**config.mk**
```make
export PLATFORM = sky130hd
export DESIGN_NAME = double_integer_power
export DESIGN_NICKNAME = d
export VERILOG_FILES = /design/src/dip_pkg.sv /design/src/dip_fpu.sv /design/src/double_integer_power.sv
export VERILOG_INCLUDE_DIRS = /design/src /design/src/src
export SDC_FILE = /design/constraint.sdc
export NUM_CORES = 2
export LEC_CHECK = 0
export BUFFER_PORTS_ARGS = -buffer_cell sky130_fd_sc_hd__buf_2
export CAP_MARGIN = 0
export CORE_ASPECT_RATIO = 1.1
export CORE_MARGIN = 2
export CORE_UTILIZATION = 45
export DETAILED_ROUTE_END_ITERATION = 8
export PLACE_DENSITY = 0.62
export SETUP_SLACK_MARGIN = 0.15
export SLEW_MARGIN = 20
export SYNTH_ARGS = -nofsm -noshare
export SYNTH_HDL_FRONTEND = slang
export SYNTH_SLANG_ARGS = --single-unit
```
**constraint.sdc**
```tcl
create_clock -name i_clk -period 14.9 [get_ports i_clk]
set_clock_uncertainty 0.1 [all_clocks]
set_input_delay 1.49 -clock i_clk [delete_from_list [all_inputs] [get_ports i_clk]]
set_output_delay 1.49 -clock i_clk [all_outputs]
set_load 0.02 [all_outputs]
```
**src/assert_macros.svh**
```systemverilog
// Assertion helpers used by the RTL.
`ifndef ASSERT_MACROS_SVH
`define ASSERT_MACROS_SVH

// Same-cycle implication, disabled during reset.
`define AST_IMPL(lbl, clk, rst_n, ante, cons) \
    lbl: assert property (@(posedge clk) disable iff (!rst_n) (ante) |-> (cons)) \
        else $error("assertion failed");

// Next-cycle implication, disabled during reset.
`define AST_NEXT(lbl, clk, rst_n, ante, cons) \
    lbl: assert property (@(posedge clk) disable iff (!rst_n) (ante) |=> (cons)) \
        else $error("assertion failed");

`endif

```
**src/dip_pkg.sv**
```systemverilog
// ----------------------------------------------------------------------------
// dip_pkg
// Types and constants of the double integer power block.
// ----------------------------------------------------------------------------
package dip_pkg;

    localparam int EXP_BITS_DEF = 32;

    localparam logic [63:0] QNAN_BITS = 64'h7FF8_0000_0000_0000;
    localparam logic [63:0] ONE_BITS  = 64'h3FF0_0000_0000_0000;
    localparam logic [63:0] INF_BITS  = 64'h7FF0_0000_0000_0000;

    typedef enum logic {
        OP_MUL,
        OP_RECIP
    } t_op;

    typedef struct packed {
        logic [63:0]        base_bits;
        logic signed [31:0] exponent;
    } t_in;

    typedef struct packed {
        logic [63:0] result_bits;
        logic        undefined_flag;
    } t_out;

    typedef struct packed {
        logic        start;
        t_op         op;
        logic [63:0] a;
        logic [63:0] b;
    } t_fpu_req;

    typedef struct packed {
        logic        done;
        logic        busy;
        logic [63:0] res;
    } t_fpu_rsp;

endpackage

```
**src/dip_fpu.sv**
```systemverilog
// ----------------------------------------------------------------------------
// dip_fpu
// Iterative binary64 unit: multiply a*b or reciprocal 1/b, round to nearest
// even, with one shared normalize and round back end.
// ----------------------------------------------------------------------------
module dip_fpu (
    input  logic              i_clk,
    input  logic              i_rst_n,
    input  dip_pkg::t_fpu_req i_req,
    output dip_pkg::t_fpu_rsp o_rsp
);
    import dip_pkg::*;

    typedef enum logic [2:0] {
        S_IDLE,
        S_MUL,
        S_DNORM,
        S_DIV,
        S_NORM,
        S_DENORM,
        S_ROUND
    } t_state;

    t_state              r_state;
    logic [5:0]          r_cnt;
    logic [105:0]        r_p;
    logic signed [13:0]  r_e;
    logic                r_sign;
    logic [52:0]         r_ma;
    logic [52:0]         r_mb;
    logic [55:0]         r_q;
    logic [54:0]         r_rem;
    logic [63:0]         r_res;
    logic                r_done;

    logic [10:0] ea, eb;
    logic [51:0] fa, fb;
    logic        a_nan, a_inf, a_zero, b_nan, b_inf, b_zero;
    logic        s_mul;
    logic [26:0] pp_x, pp_y;
    logic [53:0] pp;
    logic [105:0] pp_sh;
    logic        ge;
    logic [54:0] n_rem;
    logic [55:0] n_q;
    logic [62:0] mag63;
    logic        up;
    logic        n_done;

    always_comb begin
        ea     = i_req.a[62:52];
        fa     = i_req.a[51:0];
        eb     = i_req.b[62:52];
        fb     = i_req.b[51:0];
        a_nan  = (ea == 11'h7FF) && (fa != '0);
        a_inf  = (ea == 11'h7FF) && (fa == '0);
        a_zero = (ea == '0) && (fa == '0);
        b_nan  = (eb == 11'h7FF) && (fb != '0);
        b_inf  = (eb == 11'h7FF) && (fb == '0);
        b_zero = (eb == '0) && (fb == '0);
        s_mul  = i_req.a[63] ^ i_req.b[63];
    end

    // Done pulses after round, or right after a start that hits a special operand.
    always_comb begin
        n_done = 1'b0;
        if (r_state == S_ROUND) begin
            n_done = 1'b1;
        end else if ((r_state == S_IDLE) && i_req.start) begin
            if (i_req.op == OP_MUL) begin
                n_done = a_nan || b_nan || a_inf || b_inf || a_zero || b_zero;
            end else begin
                n_done = b_nan || b_inf || b_zero;
            end
        end
    end

    // Partial product: cnt selects the 27-bit halves of each mantissa.
    always_comb begin
        pp_x = r_cnt[1] ? r_ma[52:26] : {1'b0, r_ma[25:0]};
        pp_y = r_cnt[0] ? r_mb[52:26] : {1'b0, r_mb[25:0]};
        pp   = pp_x * pp_y;
        unique case (r_cnt[1:0])
            2'd0:    pp_sh = {52'd0, pp};
            2'd3:    pp_sh = {pp, 52'd0};
            default: pp_sh = {26'd0, pp, 26'd0};
        endcase
    end

    // One restoring division step.
    always_comb begin
        ge    = r_rem >= {2'b00, r_mb};
        n_rem = ge ? ((r_rem - {2'b00, r_mb}) << 1) : (r_rem << 1);
        n_q   = {r_q[54:0], ge};
    end

    always_comb begin
        mag63 = {(r_p[105] ? r_e[10:0] : 11'd0), r_p[104:53]};
        up    = r_p[52] & ((|r_p[51:0]) | r_p[53]);
    end

    always_ff @(posedge i_clk) begin
        if (!i_rst_n) begin
            r_state <= S_IDLE;
            r_done  <= 1'b0;
        end else begin
            r_done <= n_done;
            unique case (r_state)
                S_IDLE: begin
                    if (i_req.start) begin
                        if (i_req.op == OP_MUL) begin
                            r_sign <= s_mul;
                            if (a_nan || b_nan || (a_inf && b_zero) || (a_zero && b_inf)) begin
                                r_res  <= QNAN_BITS;
                            end else if (a_inf || b_inf) begin
                                r_res  <= {s_mul, INF_BITS[62:0]};
                            end else if (a_zero || b_zero) begin
                                r_res  <= {s_mul, 63'd0};
                            end else begin
                                r_ma    <= {(ea != '0), fa};
                                r_mb    <= {(eb != '0), fb};
                                r_e     <= 14'(signed'({3'b000, (ea == '0) ? 11'd1 : ea}))
                                         + 14'(signed'({3'b000, (eb == '0) ? 11'd1 : eb}))
                                         - 14'sd1022;
                                r_p     <= '0;
                                r_cnt   <= '0;
                                r_state <= S_MUL;
                            end
                        end else begin
                            r_sign <= i_req.b[63];
                            if (b_nan) begin
                                r_res  <= QNAN_BITS;
                            end else if (b_inf) begin
                                r_res  <= {i_req.b[63], 63'd0};
                            end else if (b_zero) begin
                                r_res  <= {i_req.b[63], INF_BITS[62:0]};
                            end else begin
                                r_mb    <= {(eb != '0), fb};
                                r_e     <= 14'(signed'({3'b000, (eb == '0) ? 11'd1 : eb}));
                                r_state <= S_DNORM;
                            end
                        end
                    end
                end
                S_MUL: begin
                    r_p   <= r_p + pp_sh;
                    r_cnt <= r_cnt + 6'd1;
                    if (r_cnt[1:0] == 2'd3) begin
                        r_state <= S_NORM;
                    end
                end
                S_DNORM: begin
                    if (!r_mb[52]) begin
                        r_mb <= {r_mb[51:0], 1'b0};
                        r_e  <= r_e - 14'sd1;
                    end else begin
                        r_rem   <= 55'd1 << 52;
                        r_q     <= '0;
                        r_cnt   <= '0;
                        r_state <= S_DIV;
                    end
                end
                S_DIV: begin
                    r_rem <= n_rem;
                    r_q   <= n_q;
                    r_cnt <= r_cnt + 6'd1;
                    if (r_cnt == 6'd55) begin
                        r_p     <= {n_q, (n_rem != '0), 49'd0};
                        r_e     <= 14'sd2046 - r_e;
                        r_state <= S_NORM;
                    end
                end
                S_NORM: begin
                    if (!r_p[105] && (r_e > 14'sd1)) begin
                        r_p <= {r_p[104:0], 1'b0};
                        r_e <= r_e - 14'sd1;
                    end else begin
                        r_state <= S_DENORM;
                    end
                end
                S_DENORM: begin
                    // Tiny values: collapse far right shifts into one sticky bit.
                    if (r_e < -14'sd60) begin
                        r_p <= {105'd0, |r_p};
                        r_e <= 14'sd1;
                    end else if (r_e < 14'sd1) begin
                        r_p <= {1'b0, r_p[105:2], r_p[1] | r_p[0]};
                        r_e <= r_e + 14'sd1;
                    end else begin
                        r_state <= S_ROUND;
                    end
                end
                S_ROUND: begin
                    if (r_p[105] && (r_e > 14'sd2046)) begin
                        r_res <= {r_sign, INF_BITS[62:0]};
                    end else begin
                        r_res <= {r_sign, mag63 + {62'd0, up}};
                    end
                    r_state <= S_IDLE;
                end
                default: r_state <= S_IDLE;
            endcase
        end
    end

    assign o_rsp.done = r_done;
    assign o_rsp.busy = (r_state != S_IDLE);
    assign o_rsp.res  = r_res;

endmodule

```
**src/double_integer_power.sv**
```systemverilog
// ----------------------------------------------------------------------------
// double_integer_power
// Binary64 base raised to a signed integer power by square-and-multiply.
// ----------------------------------------------------------------------------
// Usage:
//   Input channel i_valid / o_stall carries one t_in transaction: base_bits
//   and exponent. Output channel o_valid / i_stall returns one t_out
//   transaction per input: result_bits and undefined_flag.
//   A transaction moves on a rising edge with valid high and stall low.
//   Sequence: a zero exponent or zero to the zero goes straight to the done
//   state. Otherwise each set exponent bit costs one multiply and each bit
//   below the top one costs one square; each runs in the shared FPU through
//   issue, partial-product accumulation, normalize, denormalize check and
//   round, with one sequencer pass per exponent bit. A negative exponent
//   adds one reciprocal (56 restoring division steps) unless the result
//   is zero, whose reciprocal is infinity of the same sign.
//   Throughput: one transaction at a time; o_stall is high while the
//   sequencer works. A finished result waits in the output register while
//   the receiver stalls, and a new input is taken meanwhile.
//   Reset: synchronous active-low; the sequencer, FPU and output valid clear.
// ----------------------------------------------------------------------------
module double_integer_power #(
    parameter int EXP_BITS = dip_pkg::EXP_BITS_DEF
) (
    input  logic          i_clk,
    input  logic          i_rst_n,
    input  logic          i_valid,
    output logic          o_stall,
    input  dip_pkg::t_in  i_data,
    output logic          o_valid,
    input  logic          i_stall,
    output dip_pkg::t_out o_data
);
    import dip_pkg::*;

    `include "assert_macros.svh"

    typedef enum logic [2:0] {
        S_IDLE,
        S_LOOP,
        S_WACC,
        S_WSQ,
        S_WDIV,
        S_DONE
    } t_state;

    t_state                r_state;
    logic [EXP_BITS-1:0]   r_mag;
    logic                  r_neg;
    logic [63:0]           r_acc;
    logic [63:0]           r_sq;
    logic [63:0]           r_res;
    logic                  r_undef;
    logic                  r_out_valid;
    t_out                  r_out;

    t_fpu_req              fpu_req;
    t_fpu_rsp              fpu_rsp;

    logic                  in_take;
    logic [63:0]           exp_ext;
    logic [EXP_BITS-1:0]   ebits;
    logic                  e_neg;
    logic [EXP_BITS-1:0]   n_mag;
    logic                  base_zero;
    logic                  out_free;
    logic                  res_nan;
    logic                  n_out_valid;

    dip_fpu u_fpu (
        .i_clk   (i_clk),
        .i_rst_n (i_rst_n),
        .i_req   (fpu_req),
        .o_rsp   (fpu_rsp)
    );

    assign in_take = i_valid && !o_stall;
    assign o_stall = (r_state != S_IDLE);

    // Sign-extend, keep the low EXP_BITS bits, take the unsigned magnitude.
    always_comb begin
        exp_ext   = {{32{i_data.exponent[31]}}, i_data.exponent};
        ebits     = exp_ext[EXP_BITS-1:0];
        e_neg     = ebits[EXP_BITS-1];
        n_mag     = e_neg ? (~ebits + {{(EXP_BITS-1){1'b0}}, 1'b1}) : ebits;
        base_zero = (i_data.base_bits[62:0] == '0);
    end

    // Issue FPU work from the sequencer states.
    always_comb begin
        fpu_req.start = 1'b0;
        fpu_req.op    = OP_MUL;
        fpu_req.a     = r_acc;
        fpu_req.b     = r_sq;
        unique case (r_state)
            S_LOOP: begin
                if (r_mag == '0) begin
                    fpu_req.start = r_neg && (r_acc[62:0] != '0);
                    fpu_req.op    = OP_RECIP;
                    fpu_req.b     = r_acc;
                end else if (r_mag[0]) begin
                    fpu_req.start = 1'b1;
                end else begin
                    fpu_req.start = 1'b1;
                    fpu_req.a     = r_sq;
                end
            end
            S_WACC: begin
                // Square right after the accumulate when higher bits remain.
                fpu_req.start = fpu_rsp.done && (r_mag[EXP_BITS-1:1] != '0);
                fpu_req.a     = r_sq;
            end
            default: ;
        endcase
    end

    assign out_free = !r_out_valid || !i_stall;
    assign res_nan  = (r_res[62:52] == 11'h7FF) && (r_res[51:0] != '0);

    // Load the output register from S_DONE; drop the transaction once taken.
    always_comb begin
        n_out_valid = r_out_valid;
        if ((r_state == S_DONE) && out_free) begin
            n_out_valid = 1'b1;
        end else if (r_out_valid && !i_stall) begin
            n_out_valid = 1'b0;
        end
    end

    always_ff @(posedge i_clk) begin
        if (!i_rst_n) begin
            r_state     <= S_IDLE;
            r_out_valid <= 1'b0;
        end else begin
            r_out_valid <= n_out_valid;
            unique case (r_state)
                S_IDLE: begin
                    if (in_take) begin
                        r_mag   <= n_mag;
                        r_neg   <= e_neg;
                        r_acc   <= ONE_BITS;
                        r_sq    <= i_data.base_bits;
                        r_undef <= base_zero && (n_mag == '0);
                        if (base_zero && (n_mag == '0)) begin
                            r_res   <= QNAN_BITS;
                            r_state <= S_DONE;
                        end else if (n_mag == '0) begin
                            r_res   <= ONE_BITS;
                            r_state <= S_DONE;
                        end else begin
                            r_state <= S_LOOP;
                        end
                    end
                end
                S_LOOP: begin
                    if (r_mag == '0) begin
                        if (!r_neg) begin
                            r_res   <= r_acc;
                            r_state <= S_DONE;
                        end else if (r_acc[62:0] == '0) begin
                            // Reciprocal of a signed zero: infinity of that sign.
                            r_res   <= {r_acc[63], INF_BITS[62:0]};
                            r_state <= S_DONE;
                        end else begin
                            r_state <= S_WDIV;
                        end
                    end else if (r_mag[0]) begin
                        r_state <= S_WACC;
                    end else begin
                        r_state <= S_WSQ;
                    end
                end
                S_WACC: begin
                    if (fpu_rsp.done) begin
                        r_acc <= fpu_rsp.res;
                        if (r_mag[EXP_BITS-1:1] == '0) begin
                            r_mag   <= '0;
                            r_state <= S_LOOP;
                        end else begin
                            r_state <= S_WSQ;
                        end
                    end
                end
                S_WSQ: begin
                    if (fpu_rsp.done) begin
                        r_sq    <= fpu_rsp.res;
                        r_mag   <= r_mag >> 1;
                        r_state <= S_LOOP;
                    end
                end
                S_WDIV: begin
                    if (fpu_rsp.done) begin
                        r_res   <= fpu_rsp.res;
                        r_state <= S_DONE;
                    end
                end
                S_DONE: begin
                    // Hold until the output register is free; canonicalize NaN.
                    if (out_free) begin
                        r_out.result_bits    <= res_nan ? QNAN_BITS : r_res;
                        r_out.undefined_flag <= r_undef;
                        r_state              <= S_IDLE;
                    end
                end
                default: r_state <= S_IDLE;
            endcase
        end
    end

    assign o_valid = r_out_valid;
    assign o_data  = r_out;

    `AST_IMPL(a_undef_nan, i_clk, i_rst_n, o_valid && o_data.undefined_flag, o_data.result_bits == QNAN_BITS)
    `AST_NEXT(a_busy_after_take, i_clk, i_rst_n, in_take, o_stall)
    `AST_IMPL(a_fpu_start_idle, i_clk, i_rst_n, fpu_req.start, !fpu_rsp.busy)
    `AST_IMPL(a_done_while_wait, i_clk, i_rst_n, fpu_rsp.done, r_state == S_WACC || r_state == S_WSQ || r_state == S_WDIV)

endmodule
```
==> metrics.txt <==
outcome complete, no violations; antenna-violating nets left 0; Final GP Congestion 0.997; worst setup path end u_fpu.r_p[104]; Final Net Count 8,507; critical path class reg -> reg; HPWL after DPL 196,000 um; xor and xnor area share after synthesis 3.92%; most frequent cell on the critical path fa_1; Worst path top cell family by delay compound AO/OA/AOI/OAI gates; # Post-CTS Setup Buffers 0; CP max stage cell o21ai_2; post-cts hold buffer count 0; CTS tree yes; Core Area 152,000 um2; Critical Path Source u_fpu.r_cnt[0]; Via density 6.09; PostCTS Resize Cnt 0; row count 150; Required @ worst endpoint 15.34 ns; clk sinks 705; Cell variety after synth 104; initial antenna violation count 11; GRT Util Overall 31.6%; WHS 0.332 ns; mux cell area share after synthesis 3.12%; fin util 49.2%; CP Max Fanout 24; Top Ports 167; Worst R2R Setup Slack 1.58 ns; post-synthesis average cell area 9.27 um2; vias post-DR 58,000; total CTS buffers 82; Seq cells post-synth 705; Slew HR 15.4%; root buf cell clkbuf_16; Port Buffers 166; wire per inst 26.1 um; Fmax achieved 0.0751 GHz; PnR worst setup slack 1.58 ns; RR Endpoint u_fpu.r_p[104]; Pins Over Slew Limit 0; Starting Density 45.4%; adder-cell share of the synthesized area 24.9%; Die H 415 um; clock slew at reported path FFs 0.06 ns; routed wire length 249,000 um; unrepaired setup endpoints after global routing false; first-pass GRT wire length 374,000 um; Area Growth Syn to Fin 8.20%; EDFF count, synth 697; syn_nets 8,566; CP Capture Type flop; drt first-iter violations 6,656; commonest register cell after synthesis edfxtp_1; max-cap viol count 0; Synth Warn # 0; Post-Synthesis Cells 7,467; Synth Area in Compound Gates 14.1%; CTS H-tree depth 3; TNS Setup 0 ns; register area share after synthesis 30.5%; clk_lat worst skew 0.71 ns; worst hold path type reg -> reg; Max Root-Sink Buffers 3; largest family of logic cells by synthesized area adder cells; global route total overflow 0; Synth Cell Area 69,200 um2; pin count of the biggest net entering global routing 104; measured slew at the worst slew-check pin 1.27 ns; Worst EP arrival 13.77 ns; drt pass-1 iters 6; Fill cells 14,500; ratio of final minimum period to clock period 89.4%; pre-CTS setup slack 1.38 ns; Crit path largest cell delay 0.91 ns; CP startpoint kind flop; CP Depth 43; final hold vios 0; Die ar. 157,000 um2; r2r startpoint u_fpu.r_cnt[0]; Final min period 13.32 ns; async set-reset flop share out of synthesis 0%; layout cells sized above 1 8.84%; Reg2Reg Depth 43; # setup viols final 0; simple-gate area share of the yosys netlist 16.4%; vias in the first global route 56,900; Critical path buffers and inverters 7; die width 378 um; # DRC 0
==> final cells by class <==
type	count	area [um2]	area share [%]
antenna	2	5.00	0.00668
clock buffer	100	2120	2.83
clock inverter	52	664	0.887
inverter	894	3360	4.48
multi-input combinational	5447	43400	58.0
sequential	705	21100	28.2
tap	2052	2570	3.43
timing repair buffer	278	1680	2.24
==> per-layer routing <==
metal / vias up / wire, um / global-route usage (%)
li1: 25600 / - / -
met1: 28900 / 102000 / 44.2
met2: 2965 / 110000 / 47.8
met3: 514 / 23700 / 5.93
met4: 10 / 12800 / 13.9
met5: - / 64 / 0
==> worst min-delay path by stage <==
stage | start | endpoint | cells after the start
global placement | r_undef | o_data[0] | 0
finish | r_undef | o_data[0] | 0
global route | r_undef | o_data[0] | 0
floorplan | r_undef | o_data[0] | 0
detailed placement | r_undef | o_data[0] | 0
CTS | r_undef | o_data[0] | 0
==> synth_stat cells (11+ instances only) <==
master    count  area share (%)
inv_1       892             4.8
mux2i_1      47            0.68
nor2_1      559             3.0
nand2_1     980             5.3
a211o_1      11            0.14
buf_2        19            0.14
o211ai_1     22            0.24
o22ai_1      15            0.14
nand3_1     110            0.80
a211oi_1     26            0.28
a22oi_1      48            0.52
o21a_1       30            0.33
o21ai_1      28            0.20
and2_1       79            0.71
mux2_2      150             2.4
nand2b_1     27            0.24
and4_1       16            0.20
nor2b_1      90            0.81
xor2_1      148             1.9
and3_1      156             1.4
o21ai_0     323             2.3
nor4_1      112             1.0
nor3_1       87            0.63
a31oi_1      87            0.79
a21oi_1     411             3.0
xnor2_1     162             2.0
a21o_1      127             1.4
edfxtp_1    697              30
ha_1        372             6.7
buf_1        16           0.087
nand4_1     119             1.1
clkbuf_1    382             2.1
a221oi_1     61            0.77
a22o_1       93             1.2
o31ai_1      19            0.21
or3_1        37            0.33
fa_1        627              18
a21boi_0     25            0.27
o21bai_1     51            0.55
==> through the flow <==
stage	std cells	instance area [um2]
after detailed placement	9375	72100
after global placement	9375	72100
after global routing	9528	74900
after CTS	9527	74900
after floorplan	7467	69200
final	9530	74900
==> cells in the final DEF (no fill, tap or decap), types with 119 or more instances in the layout <==
master and instances:
edfxtp_1 697, a21o_1 127, and3_1 156, nor2_1 551
fa_1 627, buf_2 166, o21ai_0 312, nand4_1 119
nand2_1 978, mux2_2 150, a21oi_1 408, xnor2_1 162
ha_1 372, inv_1 892, xor2_1 148
==> state kept, by name (all words and copies together) (netlist names) <==
| name | count |
|---|---|
| u_fpu.r_sign | 1 |
| r_sq | 64 |
| r_state | 3 |
| r_undef | 1 |
| u_fpu.r_state | 3 |
| u_fpu.r_rem | 54 |
| r_acc | 64 |
| u_fpu.r_cnt | 6 |
| u_fpu.r_res | 64 |
| r_mag | 32 |
| u_fpu.r_ma | 53 |
| u_fpu.r_mb | 53 |
| u_fpu.r_done | 1 |
| r_neg | 1 |
| u_fpu.r_e | 14 |
| o_valid | 1 |
| r_res | 64 |
| u_fpu.r_p | 106 |
| u_fpu.r_q | 55 |
| o_data | 65 |
==> cells by family after synthesis <==
kind of cell | count (synthesis)
and+or+nand+nor | 2436
AOI/OAI and AO/OA | 1505
DFF | 705
adders and majority gates | 999
buffers and inverters | 1315
xor gates and xnor gates | 310
muxes | 197
Power is not shown: default switching activity piles up to over one toggle a cycle in this logic, so the estimate is an artifact.
